[config.mk]
export PLATFORM = sky130hd
export DESIGN_NAME = radix_convert_by_division_flat
export DESIGN_NICKNAME = d
export VERILOG_FILES = /design/src/rtl/rcd_pkg.sv /design/src/rtl/rcd_in_if.sv /design/src/rtl/rcd_out_if.sv /design/src/rtl/rcd_front.sv /design/src/rtl/rcd_queue.sv /design/src/rtl/rcd_back.sv /design/src/rtl/radix_convert_by_division.sv /design/src/flat_wrapper.sv
export SDC_FILE = /design/constraint.sdc
export NUM_CORES = 1
export LEC_CHECK = 0
export ABC_AREA = 1
export BUFFER_PORTS_ARGS = -buffer_cell sky130_fd_sc_hd__buf_2
export CORE_AREA = 3 3 252 254
export DETAILED_ROUTE_END_ITERATION = 6
export DIE_AREA = 0 0 255 257
export MAX_ROUTING_LAYER = met4
export PLACE_DENSITY_LB_ADDON = 0.15
export RECOVER_POWER = 100
export SLEW_MARGIN = 25
export SYNTH_ARGS = -nofsm -noshare
export SYNTH_HDL_FRONTEND = slang
export SYNTH_HIERARCHICAL = 1
export SYNTH_SLANG_ARGS = --single-unit
[constraint.sdc]
create_clock -name clk_i -period 21.2 [get_ports clk_i]
set_clock_uncertainty 0.1 [all_clocks]
set_input_delay 0 -clock clk_i [delete_from_list [all_inputs] [get_ports clk_i]]
set_output_delay 0 -clock clk_i [all_outputs]
set_load 0.005 [all_outputs]
[src/rtl/rcd_pkg.sv]
// ----------------------------------------------------------------------------
// rcd_pkg
// shared widths, limits, queue entry type and digit-to-ascii mapping for the
// radix conversion block
// ----------------------------------------------------------------------------
`default_nettype none

package rcd_pkg;

  // field widths
  localparam int unsigned ValueWidth = 32;
  localparam int unsigned RadixWidth = 6;
  localparam int unsigned SizeWidth  = 7;
  localparam int unsigned CharWidth  = 7;
  localparam int unsigned DigitWidth = 6;

  // digit store
  localparam int unsigned MaxDigits     = 32;
  localparam int unsigned DigitIdxWidth = $clog2(MaxDigits);
  localparam int unsigned DigitCntWidth = $clog2(MaxDigits + 1);

  // divider: quotient bits resolved per cycle
  localparam int unsigned ChunkBits      = 8;
  localparam int unsigned ChunksPerDigit = ValueWidth / ChunkBits;
  localparam int unsigned ChunkCntWidth  = $clog2(ChunksPerDigit);

  // queue between front and back
  localparam int unsigned QueueDepth    = 2;
  localparam int unsigned QueuePtrWidth = $clog2(QueueDepth);
  localparam int unsigned QueueCntWidth = $clog2(QueueDepth + 1);

  // radix limits
  localparam int unsigned RadixMin = 2;
  localparam int unsigned RadixMax = 36;

  // character codes
  localparam logic [CharWidth-1:0] AsciiZero   = 7'h30;
  localparam logic [CharWidth-1:0] AsciiUpperA = 7'h41;
  localparam int unsigned          DecimalBase = 10;

  // one classified item waiting for the divider
  typedef struct packed {
    logic [ValueWidth-1:0] value;
    logic [RadixWidth-1:0] radix;     // already saturated to 2..36
    logic [SizeWidth-1:0]  emit_max;  // buffer size minus one, or zero
  } job_t;

  function automatic logic [CharWidth-1:0] to_ascii(input logic [DigitWidth-1:0] digit);
    logic [CharWidth-1:0] d7;
    d7 = CharWidth'(digit);
    if (digit < DigitWidth'(DecimalBase)) begin
      return AsciiZero + d7;
    end
    return AsciiUpperA + (d7 - CharWidth'(DecimalBase));
  endfunction

endpackage

`default_nettype wire

[src/rtl/rcd_in_if.sv]
// ----------------------------------------------------------------------------
// rcd_in_if
// input channel: value, radix and buffer size with valid/ready
// ----------------------------------------------------------------------------
`default_nettype none

interface rcd_in_if import rcd_pkg::*; ();
  logic                  valid;
  logic                  ready;
  logic [ValueWidth-1:0] value;
  logic [RadixWidth-1:0] radix;
  logic [SizeWidth-1:0]  buffer_size;

  modport source (output valid, output value, output radix, output buffer_size,
                  input ready);
  modport sink   (input valid, input value, input radix, input buffer_size,
                  output ready);
endinterface

`default_nettype wire

[src/rtl/rcd_out_if.sv]
// ----------------------------------------------------------------------------
// rcd_out_if
// output channel: one ascii digit and its last flag with valid/ready
// ----------------------------------------------------------------------------
`default_nettype none

interface rcd_out_if import rcd_pkg::*; ();
  logic                 valid;
  logic                 ready;
  logic [CharWidth-1:0] digit_char;
  logic                 last_digit;

  modport source (output valid, output digit_char, output last_digit, input ready);
  modport sink   (input valid, input digit_char, input last_digit, output ready);
endinterface

`default_nettype wire

[src/rtl/rcd_front.sv]
// ----------------------------------------------------------------------------
// rcd_front
// accepts items, saturates the radix and works out the character limit
// ----------------------------------------------------------------------------
`default_nettype none

module rcd_front import rcd_pkg::*; (
  rcd_in_if.sink in_i,
  output logic   push_valid_o,
  input  logic   push_ready_i,
  output job_t   push_job_o
);

  logic [RadixWidth-1:0] radix_sat;
  logic [SizeWidth-1:0]  emit_max;

  always_comb begin
    if (in_i.radix < RadixWidth'(RadixMin)) begin
      radix_sat = RadixWidth'(RadixMin);
    end else if (in_i.radix > RadixWidth'(RadixMax)) begin
      radix_sat = RadixWidth'(RadixMax);
    end else begin
      radix_sat = in_i.radix;
    end
  end

  // one slot is kept for the terminator
  assign emit_max = (in_i.buffer_size < SizeWidth'(2)) ? '0
                                                       : in_i.buffer_size - SizeWidth'(1);

  assign push_valid_o        = in_i.valid;
  assign in_i.ready          = push_ready_i;
  assign push_job_o.value    = in_i.value;
  assign push_job_o.radix    = radix_sat;
  assign push_job_o.emit_max = emit_max;

endmodule

`default_nettype wire

[src/rtl/rcd_queue.sv]
// ----------------------------------------------------------------------------
// rcd_queue
// short fifo of classified items between front and back
// ----------------------------------------------------------------------------
`default_nettype none

module rcd_queue import rcd_pkg::*; (
  input  logic clk_i,
  input  logic rst_ni,
  input  logic push_valid_i,
  output logic push_ready_o,
  input  job_t push_job_i,
  output logic pop_valid_o,
  input  logic pop_ready_i,
  output job_t pop_job_o
);

  job_t                     entry_q [QueueDepth];
  logic [QueuePtrWidth-1:0] wr_ptr_q, wr_ptr_d;
  logic [QueuePtrWidth-1:0] rd_ptr_q, rd_ptr_d;
  logic [QueueCntWidth-1:0] count_q, count_d;
  logic                     push, pop;

  assign push_ready_o = (count_q != QueueCntWidth'(QueueDepth));
  assign pop_valid_o  = (count_q != '0);
  assign pop_job_o    = entry_q[rd_ptr_q];
  assign push         = push_valid_i && push_ready_o;
  assign pop          = pop_valid_o && pop_ready_i;

  always_comb begin
    wr_ptr_d = wr_ptr_q;
    rd_ptr_d = rd_ptr_q;
    count_d  = count_q;
    if (push) begin
      wr_ptr_d = (wr_ptr_q == QueuePtrWidth'(QueueDepth - 1)) ? '0
                                                              : wr_ptr_q + QueuePtrWidth'(1);
    end
    if (pop) begin
      rd_ptr_d = (rd_ptr_q == QueuePtrWidth'(QueueDepth - 1)) ? '0
                                                              : rd_ptr_q + QueuePtrWidth'(1);
    end
    if (push && !pop) begin
      count_d = count_q + QueueCntWidth'(1);
    end else if (pop && !push) begin
      count_d = count_q - QueueCntWidth'(1);
    end
  end

  always_ff @(posedge clk_i or negedge rst_ni) begin
    if (!rst_ni) begin
      wr_ptr_q <= '0;
      rd_ptr_q <= '0;
      count_q  <= '0;
    end else begin
      wr_ptr_q <= wr_ptr_d;
      rd_ptr_q <= rd_ptr_d;
      count_q  <= count_d;
    end
  end

  always_ff @(posedge clk_i) begin
    if (push) begin
      entry_q[wr_ptr_q] <= push_job_i;
    end
  end

endmodule

`default_nettype wire

[src/rtl/rcd_back.sv]
// ----------------------------------------------------------------------------
// rcd_back
// iterative divider filling the digit store, then most-significant-first
// emission through an output register
// ----------------------------------------------------------------------------
`default_nettype none

module rcd_back import rcd_pkg::*; (
  input  logic      clk_i,
  input  logic      rst_ni,
  input  logic      job_valid_i,
  output logic      job_ready_o,
  input  job_t      job_i,
  rcd_out_if.source out_o
);

  localparam logic [1:0] StIdle = 2'd0;
  localparam logic [1:0] StDiv  = 2'd1;
  localparam logic [1:0] StEmit = 2'd2;

  logic [1:0]               state_q, state_d;
  logic [ValueWidth-1:0]    quot_q, quot_d;
  logic [DigitWidth-1:0]    rem_q, rem_d;
  logic [RadixWidth-1:0]    radix_q, radix_d;
  logic [SizeWidth-1:0]     emit_max_q, emit_max_d;
  logic [ChunkCntWidth-1:0] chunk_q, chunk_d;
  logic [DigitCntWidth-1:0] cnt_q, cnt_d;
  logic [DigitCntWidth-1:0] left_q, left_d;
  logic [DigitIdxWidth-1:0] idx_q, idx_d;
  logic                     out_valid_q, out_valid_d;
  logic [CharWidth-1:0]     out_char_q, out_char_d;
  logic                     out_last_q, out_last_d;

  logic [DigitWidth-1:0]    digit_q [MaxDigits];

  logic [ValueWidth-1:0]    quot_w;
  logic [DigitWidth-1:0]    rem_w;
  logic                     digit_done;
  logic [DigitCntWidth-1:0] cnt_next;
  logic [DigitCntWidth-1:0] emit_n;
  logic                     out_free;

  // one chunk of restoring division by the radix
  always_comb begin
    logic [DigitWidth:0] trial;
    rem_w  = rem_q;
    quot_w = quot_q;
    for (int i = 0; i < ChunkBits; i++) begin
      trial  = {rem_w, quot_w[ValueWidth-1]};
      quot_w = {quot_w[ValueWidth-2:0], 1'b0};
      if (trial >= {1'b0, radix_q}) begin
        rem_w     = DigitWidth'(trial - {1'b0, radix_q});
        quot_w[0] = 1'b1;
      end else begin
        rem_w = trial[DigitWidth-1:0];
      end
    end
  end

  assign digit_done = (chunk_q == ChunkCntWidth'(ChunksPerDigit - 1));
  assign cnt_next   = cnt_q + DigitCntWidth'(1);
  assign emit_n     = (SizeWidth'(cnt_next) > emit_max_q) ? emit_max_q[DigitCntWidth-1:0]
                                                          : cnt_next;
  assign out_free   = !out_valid_q || out_o.ready;
  assign job_ready_o = (state_q == StIdle);

  always_comb begin
    state_d     = state_q;
    quot_d      = quot_q;
    rem_d       = rem_q;
    radix_d     = radix_q;
    emit_max_d  = emit_max_q;
    chunk_d     = chunk_q;
    cnt_d       = cnt_q;
    left_d      = left_q;
    idx_d       = idx_q;
    out_valid_d = out_valid_q && !out_o.ready;
    out_char_d  = out_char_q;
    out_last_d  = out_last_q;

    case (state_q)
      StIdle: begin
        if (job_valid_i) begin
          quot_d     = job_i.value;
          radix_d    = job_i.radix;
          emit_max_d = job_i.emit_max;
          rem_d      = '0;
          chunk_d    = '0;
          cnt_d      = '0;
          state_d    = StDiv;
        end
      end
      StDiv: begin
        quot_d  = quot_w;
        rem_d   = rem_w;
        chunk_d = chunk_q + ChunkCntWidth'(1);
        if (digit_done) begin
          chunk_d = '0;
          rem_d   = '0;
          cnt_d   = cnt_next;
          if (quot_w == '0 || cnt_next == DigitCntWidth'(MaxDigits)) begin
            left_d  = emit_n;
            idx_d   = cnt_q[DigitIdxWidth-1:0];
            state_d = (emit_n == '0) ? StIdle : StEmit;
          end
        end
      end
      StEmit: begin
        if (out_free) begin
          out_valid_d = 1'b1;
          out_char_d  = to_ascii(digit_q[idx_q]);
          out_last_d  = (left_q == DigitCntWidth'(1));
          left_d      = left_q - DigitCntWidth'(1);
          idx_d       = idx_q - DigitIdxWidth'(1);
          if (left_q == DigitCntWidth'(1)) begin
            state_d = StIdle;
          end
        end
      end
      default: begin
        state_d = StIdle;
      end
    endcase
  end

  always_ff @(posedge clk_i or negedge rst_ni) begin
    if (!rst_ni) begin
      state_q     <= StIdle;
      chunk_q     <= '0;
      cnt_q       <= '0;
      left_q      <= '0;
      out_valid_q <= 1'b0;
    end else begin
      state_q     <= state_d;
      chunk_q     <= chunk_d;
      cnt_q       <= cnt_d;
      left_q      <= left_d;
      out_valid_q <= out_valid_d;
    end
  end

  always_ff @(posedge clk_i) begin
    quot_q     <= quot_d;
    rem_q      <= rem_d;
    radix_q    <= radix_d;
    emit_max_q <= emit_max_d;
    idx_q      <= idx_d;
    out_char_q <= out_char_d;
    out_last_q <= out_last_d;
    if (state_q == StDiv && digit_done) begin
      digit_q[cnt_q[DigitIdxWidth-1:0]] <= rem_w;
    end
  end

  assign out_o.valid      = out_valid_q;
  assign out_o.digit_char = out_char_q;
  assign out_o.last_digit = out_last_q;

endmodule

`default_nettype wire

[src/rtl/radix_convert_by_division.sv]
// ----------------------------------------------------------------------------
// radix_convert_by_division
// converts an unsigned value to ascii digits in radix 2..36, most significant
// digit first, with the character count limited by the buffer size
// ----------------------------------------------------------------------------
// the divider resolves 8 quotient bits a cycle and finishes all digits of an
//   item before its first character is loaded into the output register
// the single divider and the digit store serve one item at a time, so the back
//   takes no new item from the queue until it is done with the current one
// the two-entry queue lets the input take items while the divider is busy
// reset: queue, sequencer and output valid clear; the digit store is not cleared
`default_nettype none

module radix_convert_by_division import rcd_pkg::*; (
  input  logic      clk_i,
  input  logic      rst_ni,
  rcd_in_if.sink    in_i,
  rcd_out_if.source out_o
);

  // classified item from the front towards the queue
  logic push_valid;
  logic push_ready;
  job_t push_job;

  // queue head towards the divider
  logic pop_valid;
  logic pop_ready;
  job_t pop_job;

  // front: radix saturation and character limit, no storage
  rcd_front u_front (
    .in_i         (in_i),
    .push_valid_o (push_valid),
    .push_ready_i (push_ready),
    .push_job_o   (push_job)
  );

  // decoupling queue, lets the input side run ahead of the divider
  rcd_queue u_queue (
    .clk_i        (clk_i),
    .rst_ni       (rst_ni),
    .push_valid_i (push_valid),
    .push_ready_o (push_ready),
    .push_job_i   (push_job),
    .pop_valid_o  (pop_valid),
    .pop_ready_i  (pop_ready),
    .pop_job_o    (pop_job)
  );

  // back: repeated division into the digit store, then emission
  rcd_back u_back (
    .clk_i       (clk_i),
    .rst_ni      (rst_ni),
    .job_valid_i (pop_valid),
    .job_ready_o (pop_ready),
    .job_i       (pop_job),
    .out_o       (out_o)
  );

endmodule

`default_nettype wire
[src/flat_wrapper.sv]
// flat-port wrapper written by rule: the top's interface ports become plain ports
module radix_convert_by_division_flat import rcd_pkg::*;
  (clk_i, rst_ni, in_i_valid, in_i_value, in_i_radix, in_i_buffer_size, in_i_ready, out_o_valid, out_o_digit_char, out_o_last_digit, out_o_ready);
  rcd_in_if in_i_i ();
  rcd_out_if out_o_i ();
  input  logic clk_i;
  input  logic rst_ni;
  input wire logic [$bits(in_i_i.valid)-1:0] in_i_valid;
  input wire logic [$bits(in_i_i.value)-1:0] in_i_value;
  input wire logic [$bits(in_i_i.radix)-1:0] in_i_radix;
  input wire logic [$bits(in_i_i.buffer_size)-1:0] in_i_buffer_size;
  output wire logic [$bits(in_i_i.ready)-1:0] in_i_ready;
  output wire logic [$bits(out_o_i.valid)-1:0] out_o_valid;
  output wire logic [$bits(out_o_i.digit_char)-1:0] out_o_digit_char;
  output wire logic [$bits(out_o_i.last_digit)-1:0] out_o_last_digit;
  input wire logic [$bits(out_o_i.ready)-1:0] out_o_ready;
  assign in_i_i.valid = in_i_valid;
  assign in_i_i.value = in_i_value;
  assign in_i_i.radix = in_i_radix;
  assign in_i_i.buffer_size = in_i_buffer_size;
  assign in_i_ready = in_i_i.ready;
  assign out_o_valid = out_o_i.valid;
  assign out_o_digit_char = out_o_i.digit_char;
  assign out_o_last_digit = out_o_i.last_digit;
  assign out_o_i.ready = out_o_ready;
  radix_convert_by_division u_core (.clk_i(clk_i), .rst_ni(rst_ni), .in_i(in_i_i), .out_o(out_o_i));
endmodule
# Word-level counts from Yosys, hierarchy flattened
# Memory sizes are Yosys's and may differ from the RTL's. A register that Yosys moved wholly into a read port is not among the register bits.
# Cells that the tools add are included.
# classes
n_addsub	20
n_mul	0
div_mod_pow	0
n_lt_le_gt_ge	13
n_eq_ne	11
shift	0
mux	61
n_bitwise	0
reduce_logical	25
# op_table
cell	count
two-way mux 6 bit	17
one-hot mux 32 bit (2 select lines)	1
>= comparator 7 x 6 -> 1 bit	8
subtractor 6 bit	8
one-hot mux 6 bit (2 select lines)	3
logical NOT 32 bit	1
two-way mux 32 bit	1
two-way mux 7 bit	3
two-way mux 2 bit	10
two-way mux 5 bit	4
two-way mux 1 bit	19
!= test 2 bit, second input constant	6
one-hot mux 5 bit (2 select lines)	1
nonzero test 2 bit	4
adder 6 x 6 -> 7 bit, first input constant	1
adder 7 bit, first input constant	1
greater-than comparator 6 x 7 -> 1 bit	1
< comparator 7 x 2 -> 1 bit, second input constant	1
subtractor 6 x 4 -> 7 bit, second input constant	1
subtractor 7 x 1 -> 7 bit, second input constant	1
adder 6 x 1 -> 6 bit, second input constant	1
== test 6 x 1 -> 1 bit, second input constant	1
== test 6 bit, second input constant	1
greater-than comparator 6 bit, second input constant	1
other kinds (20)	34
# totals
regBits	85
latch_bits	0
ramBits	282
romBits	0
inputBits	49
out_inout_bits	10
wordCells	147
mem_count	2
# mem_list
name	words	word_bits	read_ports	rd_clocked_by_memory_dff	wr	line	rtl
u_core.u_back.digit_q	32	6	1	1	1	rcd_back.sv:34	logic [DigitWidth-1:0] digit_q [MaxDigits];
u_core.u_queue.entry_q	2	45	1	0	1	rcd_queue.sv:18	job_t entry_q [QueueDepth];

# Longest topological paths before layout
# Gate-level depths: netlist of the first run.
# depth
ltp_word	22
ltp_mapped	92
depth_no_buf	90

# Cells and area by module
# Netlist of the first run, hierarchy kept.
# by_module_without_submodules
mod	instances	cells_each	area_per_inst_um2
rcd_back	1	1406	14336.2
rcd_queue	1	263	3545.9
rcd_front	1	94	528.0

# Least setup slack after synthesis of the first run
# OpenSTA, ideal clock, no wires.
# synth_path
kind	register -> register
startpoint	register u_core.u_back.radix_q[1]
endpoint	register u_core.u_back.rem_q[1] (data pin)
arrival_time_ns	12.785
t_required_ns	20.962
path_slack_ns	8.178
stages_incl_launch_ff	81
synth_period_minus_slack_ns	13.022
cell_sequence	edfxtp_1 > inv_1 > ha_1 > nand3_1 > nand3_1 > nand2_2 > nand2_4 > nand2_1 > o21a_1 > inv_1 > ha_1 > a21oi_2 > nand3_1 > a21oi_2 > nand2_4 > inv_4 > nand2_4 > o21ai_0 > [... 45 more ...] > a21oi_1 > nand3_1 > inv_2 > buf_4 > nand2_1 > o21a_1 > inv_1 > ha_1 > a21oi_1 > o21bai_1 > a21oi_1 > inv_1 > a21oi_1 > o21ai_0 > a21oi_1 > nand3_2 > o21ai_1 > and2_1
# synth_between
elab_chain_len	18
elab_cells_between_ends	26
# synth_rtl
item	line	rtl
from (decl)	rcd_back.sv:24	logic [RadixWidth-1:0] radix_q, radix_d;
from (signal assigned)	rcd_back.sv:145	radix_q <= radix_d;
subtractor 6 bit or >= comparator 7 x 6 -> 1 bit (tied branches)	rcd_back.sv:52, rcd_back.sv:51	
two-way mux 6 bit	rcd_back.sv:51	if (trial >= {1'b0, radix_q}) begin
subtractor 6 bit or >= comparator 7 x 6 -> 1 bit (tied branches)	rcd_back.sv:52, rcd_back.sv:51	
two-way mux 6 bit	rcd_back.sv:51	
subtractor 6 bit or >= comparator 7 x 6 -> 1 bit (tied branches)	rcd_back.sv:52, rcd_back.sv:51	
two-way mux 6 bit	rcd_back.sv:51	
subtractor 6 bit or >= comparator 7 x 6 -> 1 bit (tied branches)	rcd_back.sv:52, rcd_back.sv:51	
two-way mux 6 bit	rcd_back.sv:51	
[... 3 more ...]	--	
two-way mux 6 bit	rcd_back.sv:51	
>= comparator 7 x 6 -> 1 bit or subtractor 6 bit (tied branches)	rcd_back.sv:51, rcd_back.sv:52	
two-way mux 6 bit	rcd_back.sv:51	
subtractor 6 bit or >= comparator 7 x 6 -> 1 bit (tied branches)	rcd_back.sv:52, rcd_back.sv:51	
two-way mux 6 bit (*)	rcd_back.sv:51	
via u_core.u_back.rem_w[1]	rcd_back.sv:37	logic [DigitWidth-1:0] rem_w;
two-way mux 6 bit (*)	rcd_back.sv:97	if (digit_done) begin
one-hot mux 6 bit (2 select lines) (*)	rcd_back.sv:81	case (state_q)
to (signal assigned)	rcd_back.sv:144	rem_q <= rem_d;
to (decl)	rcd_back.sv:23	logic [DigitWidth-1:0] rem_q, rem_d;
# Mark *: on every way through the listed nets, which the timed path passes. The rest lies on a longest branch.
# A chain may end at the register's enable or synchronous reset.

# Worst setup path in the final report of the first run
# layout_path
startpoint	register u_core.u_back.radix_q[1]
endpoint	memory u_core.u_back.digit_q[3][1] (data pin)
# layout_between
elab_chain_len	16
elab_cells_between_ends	24
# layout_rtl
item	line
subtractor 6 bit or >= comparator 7 x 6 -> 1 bit (tied branches)	rcd_back.sv:52, rcd_back.sv:51
two-way mux 6 bit	rcd_back.sv:51
subtractor 6 bit or >= comparator 7 x 6 -> 1 bit (tied branches)	rcd_back.sv:52, rcd_back.sv:51
two-way mux 6 bit	rcd_back.sv:51
subtractor 6 bit or >= comparator 7 x 6 -> 1 bit (tied branches)	rcd_back.sv:52, rcd_back.sv:51
two-way mux 6 bit	rcd_back.sv:51
subtractor 6 bit or >= comparator 7 x 6 -> 1 bit (tied branches)	rcd_back.sv:52, rcd_back.sv:51
two-way mux 6 bit	rcd_back.sv:51
subtractor 6 bit or >= comparator 7 x 6 -> 1 bit (tied branches)	rcd_back.sv:52, rcd_back.sv:51
two-way mux 6 bit	rcd_back.sv:51
>= comparator 7 x 6 -> 1 bit or subtractor 6 bit (tied branches)	rcd_back.sv:51, rcd_back.sv:52
two-way mux 6 bit	rcd_back.sv:51
>= comparator 7 x 6 -> 1 bit or subtractor 6 bit (tied branches)	rcd_back.sv:51, rcd_back.sv:52
two-way mux 6 bit	rcd_back.sv:51
subtractor 6 bit or >= comparator 7 x 6 -> 1 bit (tied branches)	rcd_back.sv:52, rcd_back.sv:51
two-way mux 6 bit (*)	rcd_back.sv:51
via u_core.u_back.rem_w[1]	rcd_back.sv:37
to (decl)	rcd_back.sv:34
# Marked as above.

==> results by stage, run 1 <==
Timing:
- At the pin with the least slew margin, the transition time is 3.04 ns.
- Derived from the worst setup path, the maximum achievable clock frequency is 58.1 MHz.
- Setup repair after global routing left no endpoint under its margin.
- The minimum clock period is 17.20 ns.
- In this run the tightest slew margin relative to its limit is -1.03.
- The final total negative setup slack is 0 ns.
- The final setup violation count is 0.
- The post-route clock period utilization is 0.811.
- The number of max-slew violations in the final report was 372.
- The final hold violation count is 0.

Die:
- For this configuration, the core starts out at a cell density of 0.299.
- The floorplan step defined a core boundary enclosing 61500 um2.
- The floorplan step defined a die boundary enclosing 65500 um2.
- The site row count is 91.
- For this design the top-level I/O count stands at 59.
- The die width is 255 um.
- The height of the die is 257 um.

Final layout:
- The library cells used most frequently in the layout, excluding fill and tap cells, are sky130_fd_sc_hd__nand2_1, sky130_fd_sc_hd__edfxtp_1, sky130_fd_sc_hd__nor2_1.
- The number of antenna diodes in the final layout is 0.
- The area added between synthesis and finish is 14.6%.
- The commonest non-fill, non-tap cell in the layout is sky130_fd_sc_hd__nand2_1.
- The final-layout fill cell count is 6260.
- The number of nets at the end of the flow is 1971.
- In the final layout, the share of cells above drive strength 1 is 0.0659.

Clocking:
- The number of CTS-inserted buffers is 43.
- Clock-pin slew was measured on the worst setup and hold paths at 0.06 ns.
- The TritonCTS clock tree is built.
- The number of gates resized after CTS was 0.
- The tree is rooted in a sky130_fd_sc_hd__clkbuf_16.
- The clock drives 372 sinks.
- The longest clock path from root to sink contains 3 buffers.
- The number of H-tree levels is 2.
- At the later pin of the worst-skew pair, clock insertion delay measures 0.60 ns.

Logic synthesis:
- The yosys synthesis warning count is 6.
- Yosys attributes the largest share of cell area to sky130_fd_sc_hd__edfxtp_1, sky130_fd_sc_hd__nand2_1, sky130_fd_sc_hd__ha_1.
- After synthesis, the share of flip-flops with an asynchronous set or reset is 0.0565.
- Among all flip-flop cells after synthesis, the most frequent one is sky130_fd_sc_hd__edfxtp_1.
- The instance count of the mapped netlist is 1763.
- For this run, the register share of the synthesized area comes to 0.598.
- The synthesized area per cell is 10.4 um2.
- The library cell occupying the most area in the post-synthesis netlist is sky130_fd_sc_hd__edfxtp_1.
- The area share of the leading cell type in the synthesized netlist is 0.564.
- The number of flops mapped to enable cells by yosys is 346.
- The summed instance area of the synthesized netlist is 18400 um2.
- The unique cell type count in the Yosys netlist is 58.
- The register bit total from synthesis is 372.
- Counting every net in the synthesized netlist gives 1887.

Outcome:
- The run finished, with violations left.
- The checks that failed: capacitance limit, slew limit.

Drt:
- The number of DRC markers in iteration 0 is 724.
- The residual DRC count is 0.
- For this block, the routed nets add up to 45.2 mm of wire.
- In the routed layout, each cell is associated on average with a via count of 4.70.
- Dividing the detail-routed wire length by the instance count gives 16.9 um.
- The total number of vias is 12600.
- The number of optimization iterations in the first detailed-route pass is 5.
- The antenna violation net count after detailed routing is 0.

Worst setup path:
- The worst-path maximum fanout is 33.
- The critical path data arrival time is 17.21 ns.
- The library cell contributing the largest single delay on the critical path is sky130_fd_sc_hd__clkbuf_1.
- The type of element capturing the critical path is a flop.
- In this design, the stage delay of the slowest critical-path cell is 1.28 ns.
- In this design, the critical path's most frequently occurring cell is sky130_fd_sc_hd__o21ai_0.
- The required time at the worst-slack endpoint is 21.21 ns.
- The worst setup path is launched from a flop.
- The classification of the worst setup path is reg -> reg.

Placement:
- The final RePlAce weighted congestion is 0.806.
- The count of input and output buffers is 58.
- Detailed placement finished with a half-perimeter wire length of 29.3 mm.

GRT:
- The first global-routing pass estimated 71.2 mm of wire.
- The initial antenna violation count is 0.
- The via count of the first global-routing pass was 12500.
- The aggregate global routing overflow is 0.
- The total track usage is 0.143.
- Entering global routing, the biggest net connects 69 pins.

Run:
- The max-cap check violation count is 8.

Hold path:
- The class of the tightest hold or removal check is in -> reg.
[cells by family after synthesis]
group / count (synthesis) / share of synthesized area
simple gates: 725 / 0.167
compound gates: 306 / 0.0977
flops: 372 / 0.598
xor+xnor: 43 / 0.0205
mux: 1 / 0.000544
buf+inv: 241 / 0.0622
fa+ha+maj: 75 / 0.0542
[area by class of cell]
cell class / instances / area (um2) / area share
multi-input cells: 1150 / 6210 / 0.294
well taps: 790 / 988 / 0.0469
repair buffers: 137 / 955 / 0.0453
inverters: 143 / 542 / 0.0257
clock buffers: 52 / 1110 / 0.0526
clock inverters: 28 / 274 / 0.0130
flip-flops and latches: 372 / 11000 / 0.522
[worst paths after layout]
kind | from | end | slack [ns] | depth (start not counted)
worst max-delay path | u_core/u_back/radix_q[1] | u_core/u_back/digit_q[3][1] | 4.00 | 78
worst max register to register | u_core/u_back/radix_q[1] | u_core/u_back/digit_q[3][1] | 4.00 | 78
min in group asynchronous | rst_ni | u_core/u_back/chunk_q[1] | 0.85 | 4
worst min-delay path | in_i_value[22] | u_core/u_queue/entry_q[0][35] | 0.05 | 2
max in group asynchronous | rst_ni | u_core/u_queue/count_q[0] | 19.33 | 4
worst min register to register | u_core/u_back/idx_q[4] | flop | 0.36 | 2
[routing by layer]
| metal | vias up | part of all wire | track usage |
|---|---|---|---|
| li1 | 6249 | - | - |
| met1 | 6015 | 0.47 | 0.192 |
| met2 | 240 | 0.47 | 0.227 |
| met3 | 53 | 0.041 | 0.0213 |
| met4 | 0 | 0.018 | 0.0350 |
| met5 | - | 0 | - |
[critical path: cells and delay by family, from the launching register on]
| family | cells | cell delay (ns) |
|---|---|---|
| adders and majority gates | 8 | 2.89 |
| buffers and inverters | 11 | 2.93 |
| AOI/OAI and AO/OA | 32 | 6.40 |
| DFF | 1 | 0.69 |
| and+or+nand+nor | 27 | 3.70 |
[synth_stat cells, types with 19 or more instances]
library cell                 n
sky130_fd_sc_hd__nand2_1   401
sky130_fd_sc_hd__edfxtp_1  346
sky130_fd_sc_hd__nor2_1    192
sky130_fd_sc_hd__o21ai_0   162
sky130_fd_sc_hd__inv_1     132
sky130_fd_sc_hd__ha_1       67
sky130_fd_sc_hd__nand3_1    66
sky130_fd_sc_hd__clkbuf_1   50
sky130_fd_sc_hd__buf_4      37
sky130_fd_sc_hd__o221ai_1   35
sky130_fd_sc_hd__a21oi_1    30
sky130_fd_sc_hd__xor2_1     29
sky130_fd_sc_hd__o21ai_1    22
sky130_fd_sc_hd__dfrtp_1    21
sky130_fd_sc_hd__o22ai_1    19
[flip-flops by register name, indices dropped and copies added, names as in the netlist, 5 cells and up, named ones only]
| name | count |
|---|---|
| u_core/u_back/cnt_q | 6 |
| u_core/u_back/digit_q | 192 |
| u_core/u_back/emit_max_q | 7 |
| u_core/u_back/idx_q | 5 |
| u_core/u_back/left_q | 6 |
| u_core/u_back/out_o.digit_char | 7 |
| u_core/u_back/quot_q | 32 |
| u_core/u_back/radix_q | 6 |
| u_core/u_back/rem_q | 6 |
| u_core/u_queue/entry_q | 90 |
[metrics by stage]
stage               std cells  worst slack (ns)  utilization  cell area [um2]  hold slack, ns
floorplan                1763              8.18            -            18400          -0.396
global placement         2530              6.63        0.313            19200         -0.0742
detailed placement       2530              6.09        0.313            19300         -0.0705
CTS                      2672              6.01        0.346            21300        0.000230
global route             2672              2.26        0.343            21100          0.0142
finish                   2672              4.00        0.343            21100          0.0478
[timing repair]
item | CTS | global route
hold endpoints to repair | 123 | 0
endpoints found under the setup margin | 0 | 0
buffers inserted | 0 | 0
hold buffers | 62 | 0
Power of run 1 is left out: the tool's default activity adds up to more than one toggle a clock period on the data nets, which glitch-free logic cannot reach.
==> run 2, diff against run 1 <==
ABC_AREA = 0   (was 1)
clock period = 14.1 ns   (was 21.2 ns; I/O delays follow)
==> run 2 against run 1 <==
  * The run ends with capacitance limit, slew limit, setup timing left
  * First-iteration DRC count decreased by 15%
  * Via count decreased by 10%
  * Setup slack got worse by 4.4 ns
  * Critical path type unchanged
==> results by stage, run 2 <==
Die:
- The site row count is 91.
- The I/O pin total is 59.
- The height of the die is 257 um.
- The core region is 61500 um2.
- The die width is 255 um.
- The die covers 65500 um2.
- The initial utilization of the core area, before any placement, comes to 0.299.

Worst setup path:
- The startpoint identified for the worst register-to-register timing path is u_core/u_back/rem_q[4].
- By startpoint and endpoint, the worst setup path is classified as reg -> reg.
- STA classifies the critical path endpoint as a flop.
- For this design, the slowest cell found on the critical path is sky130_fd_sc_hd__edfxtp_1.
- The highest cell delay on the worst timing path is 0.43 ns.
- In this run the worst path has a maximum fanout of 12.
- The depth of the most critical reg-to-reg path is 75.
- The critical path data arrival time is 14.86 ns.
- The startpoint type of the worst setup path is a flop.
- The slack of the worst reg-to-reg path is -0.42 ns.
- The most common cell type on the critical path is sky130_fd_sc_hd__buf_4.
- For the worst setup path, the data required time is 14.44 ns.

Timing:
- The normalized max-slew margin is -1.34.
- The transition time at the pin with the least slew margin is 3.51 ns.
- Setup repair after global routing could not meet its margin everywhere.
- The least setup slack across all paths after layout is -0.422 ns.
- The number of max-slew violations in the final report is 260.
- Timing would allow up to 68.9 MHz.
- The final hold violation count is 0.
- The post-route clock period utilization is 1.03.
- Setup total negative slack on the finished layout was measured at -52.80 ns.
- The routed design could run at a clock period as short as 14.52 ns.
- The final setup violation count is 217.

Placement:
- OpenSTA, run right after detailed placement, puts the worst setup slack at -0.987 ns.
- The count of input and output buffers is 58.
- Including well taps, the total number of placed cells is 2202.
- Routability-driven placement finished with a final weighted congestion of 0.851.
- In this run the cell area measured after placement is 20700 um2.
- The HPWL after detailed placement is 28.8 mm.

GRT:
- The wire length of the first global-routing pass is 68.8 mm.
- The via count of the first global-routing pass came to 11900.
- The total track usage is 0.141.
- The largest net degree at the start of global routing is 49.
- Global routing finished with a remaining overflow of 0.
- The initial antenna violation count is 0.

Drt:
- The via count normalized by instance count is 4.64.
- For this run, the detailed router's first-pass iteration total came to 5.
- Once detail routing completed, the nets flagged for antenna violations numbered 0.
- The average wire length per cell after detail routing is 18.6 um.
- Wires add up to 45.0 mm.
- The number of DRC markers in iteration 0 is 618.
- Across all layers, the routed design uses 11300 vias.
- In the routed design, unresolved DRC markers number 0.

Hold path:
- The number of cells on the worst hold path is 2.
- For hold timing, the worst endpoint is u_core/u_queue/entry_q[1][38].
- The worst hold path begins at in_i_value[25].
- The class of the tightest hold or removal check is in -> reg.

Logic synthesis:
- Among all cell types in the netlist, the one instantiated most often is sky130_fd_sc_hd__edfxtp_1.
- The instance count of the mapped netlist is 1275.
- The register bit total from synthesis is 372.
- The area share of the leading cell type in the synthesized netlist is 0.565.
- The number of nets in the synthesized netlist is 1399.
- The synthesized area per cell is 14.4 um2.
- Sorting the synthesized cells by how often they occur yields sky130_fd_sc_hd__edfxtp_1, sky130_fd_sc_hd__nand2_1, sky130_fd_sc_hd__nor2_1.
- The unique cell type count in the Yosys netlist is 76.
- Ranked by total cell area, the synthesized netlist is headed by sky130_fd_sc_hd__edfxtp_1, sky130_fd_sc_hd__mux4_2, sky130_fd_sc_hd__ha_1.
- Summed over all instances, the cell type with the most area after synthesis is sky130_fd_sc_hd__edfxtp_1.
- In the synthesized netlist the dominant register cell turns out to be sky130_fd_sc_hd__edfxtp_1.
- After synthesis the cells add up to 18400 um2.
- The number of flops mapped to enable cells by yosys is 346.
- The yosys synthesis warning count is 6.
- For this run, the register share of the synthesized area comes to 0.599.
- After synthesis, the share of flip-flops with an asynchronous set or reset is 0.0565.

Final layout:
- The area added between synthesis and finish is 29.5%.
- The finished layout cell area is 23800 um2.
- The flip-flop count of the largest register, all copies and words added is 192.
- 0 antenna diodes ended up in the layout.
- Leaving out fill and tap cells, the most frequent cell in the layout is sky130_fd_sc_hd__edfxtp_1.
- The final cell count without fillers is 2425.
- The layout cell share with drive strength beyond 1 is 0.319.
- The final-layout fill cell count is 5829.
- The number of nets at the end of the flow is 1725.
- In the layout the commonest cells are sky130_fd_sc_hd__edfxtp_1, sky130_fd_sc_hd__buf_4, sky130_fd_sc_hd__nand2_1.

Clocking:
- Clock tree synthesis inserted a total of 43 buffers.
- Clock tree synthesis selected as its root buffer the cell sky130_fd_sc_hd__clkbuf_16.
- TritonCTS built the clock tree.
- The number of H-tree levels is 2.
- The clock-pin transition on the worst setup and hold timing paths is 0.06 ns.
- The buffer depth of the longest clock path is 3.
- Counting every sink on the clock net gives 372.
- The clock latency on the worst-skew pair is 0.57 ns.

Outcome:
- The checks that failed: capacitance limit, slew limit, setup timing.
- The flow ran to the end, but the final reports show violations.

Run:
- The max-cap check violation count is 6.
## run 2: how the worst max path moves through the flow
stage                        startpoint                      end  slack, ns  cells past startpoint
2_1_floorplan  u_core/u_back/radix_q[5]                     flop      -1.08                     79
3_3_place_gp   u_core/u_back/radix_q[5]   u_core/u_back/idx_q[1]      -0.54                     74
4_1_cts          u_core/u_back/rem_q[4]                     flop      -0.57                     72
5_1_grt        u_core/u_back/radix_q[5]  u_core/u_back/left_q[3]      -1.16                     76
6_report         u_core/u_back/rem_q[4]                     flop      -0.42                     75
3_5_place_dp     u_core/u_back/rem_q[4]   u_core/u_back/idx_q[0]      -0.99                     71
## run 2: critical path, delay by kind of cell (launching register included)
kind            cells  cell delay, ns
buf+inv            19            2.33
xor+xnor            1            0.08
flops               1            0.43
compound gates     27            5.17
fa+ha+maj           8            1.97
simple gates       13            2.38
mux                 7            1.93
## run 2: cell families after synthesis
family,count (synthesis),share of synthesized area
flip-flops,372,0.599
AO/OA/AOI/OAI,154,0.0573
buffers and inverters,132,0.0392
multiplexers,157,0.142
XOR/XNOR,41,0.0195
adder cells (fa/ha/maj),76,0.0548
AND/OR/NAND/NOR,343,0.0889
## run 2: area by class of cell
class / instances / area, um2 / share of cell area
multi-input combinational: 771 / 7100 / 0.298
tap: 790 / 988 / 0.0415
inverter: 58 / 224 / 0.00940
clock buffer: 53 / 1130 / 0.0476
timing repair buffer: 355 / 3070 / 0.129
clock inverter: 26 / 299 / 0.0125
sequential: 372 / 11000 / 0.462
## run 2: metal layers
metal	vias up	global-route usage	share of wire	routed length (um)
met5	-	-	0	0
met1	5579	0.188	0.46	20900
met3	66	0.0200	0.034	1540
met4	0	0.0380	0.022	1000
met2	188	0.225	0.48	21600
li1	5425	-	-	-
## run 2: what timing repair did
action | in CTS | in global routing
endpoints found under the setup margin | 217 | 217
gates cloned | 6 | 6
hold buffers | 56 | 0
setup buffers | 63 | 19
pin swaps | 42 | 24
gates resized for setup | 59 | 32
hold endpoints to repair | 124 | 0
## run 2: stage by stage
step                      utilization  hold slack (ns)
after floorplan                     -           -0.396
after global placement          0.336          -0.0678
after detailed placement        0.336          -0.0653
after CTS                       0.385           0.0254
after global routing            0.388           0.0470
final                           0.388           0.0664
Power of run 2 is left out for the same reason.
==> run 3, diff against run 2 <==
RECOVER_POWER = default   (was 100)
REMOVE_ABC_BUFFERS = 1   (was default)
==> run 3 against run 2 <==
  * The run ends with setup timing left
  * Final area shrank 1.6%
  * Setup slack worse by 0.16 ns
  * Register-to-register slack got worse by 0.16 ns
  * Maximum frequency fell by 1.1%
  * Core utilization fell by 0.63 points
  * Critical path depth rose by 1
  * Count of clock-buffer cells in the layout is 7 lower
  * Non-clock buffer count shrank 30
  * Via count decreased by 0.66%
  * Cell count fell by 1.5%
  * Die area did not move
==> results by stage, run 3 (same netlist as run 2, synthesis figures left out) <==
Outcome:
- The flow ran to the end, but the final reports show violations.
- The checks that failed: setup timing.

Clocking:
- The clock reaches the later pin of the worst-skew pair after 0.57 ns.
- TritonCTS built the clock tree.
- The clock sink count is 372.
- The clock passes through at most 3 buffers.
- The H-tree was split into 2 levels.
- Counting the buffers created by CTS gives 42.
- After clock tree synthesis, the clock-pin slew on the worst setup and hold paths is 0.06 ns.
- In this run the clock root is driven by a sky130_fd_sc_hd__clkbuf_16.

Final layout:
- The commonest non-fill, non-tap cell in the layout is sky130_fd_sc_hd__edfxtp_1.
- The area added between synthesis and finish is 27.4%.
- The layout cell share with drive strength beyond 1 is 0.350.
- The number of nets at the end of the flow is 1694.
- In the layout the commonest cells are sky130_fd_sc_hd__edfxtp_1, sky130_fd_sc_hd__buf_4, sky130_fd_sc_hd__nand2_1.
- The finished layout cell area is 23400 um2.
- The repair_antennas step left the layout with diodes totalling 0.
- The finished layout holds 2389 standard cells, fillers aside.
- The register with the most flip-flops in the layout has 192 of them.

Worst setup path:
- The worst-path maximum fanout is 6.
- The largest single stage delay on the critical path is 0.52 ns.
- The critical path data arrival time is 15.03 ns.
- The library cell contributing the largest single delay on the critical path is sky130_fd_sc_hd__or4_4.
- The worst setup path is of the reg -> reg kind.
- The type of element capturing the critical path is a flop.
- The startpoint type of the worst setup path is a flop.
- The required time at the worst-slack endpoint is 14.45 ns.

Drt:
- The via count normalized by instance count is 4.68.
- For this run, the detailed router's first-pass iteration total came to 5.
- The residual DRC count is 0.
- Summing over every cut layer, the via total after detailed routing is 11200.
- The final layout contains routed wiring with a total length of 44.2 mm.
- In this run, the number of DRC markers left after iteration 0 of detailed routing was 577.
- The antenna violation net count after detailed routing is 0.
- In the final routed layout, each cell accounts on average for 18.5 um.

Timing:
- The final total negative setup slack is -85.85 ns.
- The least setup slack across all paths after layout is -0.579 ns.
- Based on the critical path, the design can be clocked at up to 68.1 MHz.
- Dividing the final minimum period by the clock period gives 1.04.
- The routed design could run at a clock period as short as 14.68 ns.
- The final hold violation count is 0.
- The normalized max-slew margin is 0.342.
- The final setup violation count is 217.
- Setup repair after global routing could not meet its margin everywhere.
- The number of max-slew violations in the final report is 0.
- The transition time at the pin with the least slew margin is 0.987 ns.

GRT:
- The aggregate global routing overflow is 0.
- The initial antenna violation count came to 0.
- The first global-routing pass estimated 68.7 mm of wire.
- In the global route stage, overall resource usage came out at 0.139.
- The via count of the first global-routing pass is 11800.
- The largest net degree at the start of global routing is 49.

Placement:
- The area after detailed placement is 20500 um2.
- The count of input and output buffers is 58.
- Detailed placement ended at an HPWL of 28.9 mm.
- The cell count after placement is 2208.
- The worst slack at placement is -1.78 ns.
- Routability-driven placement finished with a final weighted congestion of 0.860.

Die:
- The die width is 255 um.
- The initialized floorplan defines 91 standard-cell rows.
- The I/O pin total is 59.
- The die covers 65500 um2.
- In this run the standard cell core region covers 61500 um2.
- The height of the die is 257 um.
- For this configuration, the core starts out at a cell density of 0.299.

Run:
- The max-cap check violation count is 0.

Hold path:
- In this run the worst hold path is classified as in -> reg.
-- run 3: cell count changes in the layout (fill, tap and decap cells not counted), sizes merged --
| cell | previous run | this run |
|---|---|---|
| clkinvlp | 3 | 2 |
| bufinv | 6 | 2 |
| clkinv | 15 | 19 |
| clkbuf | 101 | 49 |
| inv | 60 | 62 |
| buf | 252 | 265 |
| dlygate4sd3 | 55 | 57 |
-- run 3: worst max-delay path: cells and delay by family (launching register included) --
family	cells	cell delay [ns]
flops	1	0.38
simple gates	17	3.10
buf+inv	9	1.03
mux	8	2.02
compound gates	34	6.07
fa+ha+maj	8	1.86
-- run 3: area by class of cell --
type | instances | area (um2)
Tap cell | 790 | 988
Multi-Input combinational cell | 771 | 7170
Fill cell | 5820 | 38000
Clock inverter | 27 | 228
Timing Repair Buffer | 325 | 2760
Sequential cell | 372 | 11000
Inverter | 58 | 218
Clock buffer | 46 | 1070
-- run 3: path summary, 6_finish.rpt --
kind	startpoint	endpoint	slack [ns]	cells past startpoint
min in group asynchronous	rst_ni	u_core/u_back/cnt_q[5]	0.48	4
min	in_i_value[8]	u_core/u_queue/entry_q[0][21]	0.06	2
max in group asynchronous	rst_ni	u_core/u_queue/rd_ptr_q	13.04	4
max reg2reg	u_core/u_back/radix_q[5]	flop	-0.58	76
min reg2reg	u_core/u_queue/count_q[1]	u_core/u_queue/count_q[1]	0.39	1
max	u_core/u_back/radix_q[5]	flop	-0.58	76
-- run 3: per-stage QoR --
step | hold WS [ns] | utilization
CTS | 0.0119 | 0.376
global placement | -0.0899 | 0.333
finish | 0.0558 | 0.381
global route | 0.0270 | 0.381
detailed placement | -0.0934 | 0.333
floorplan | -0.396 | -
-- run 3: metal layers --
layer  share of wire  GRT usage  wire length [um]  up-vias
met5               0          -                 0        -
met4           0.018     0.0334               808        0
met3           0.035     0.0189              1570       57
met2            0.49      0.229             21600      169
met1            0.46      0.183             20200     5595
li1                -          -                 -     5363
-- run 3: timing repair --
action,in CTS,in global routing
cloned,5,3
endpoints found under the setup margin,217,217
hold buffers,57,1
buffers inserted,35,8
pin swaps,42,30
hold endpoints to repair,124,4
gates resized for setup,74,48
Power of run 3 is left out for the same reason.
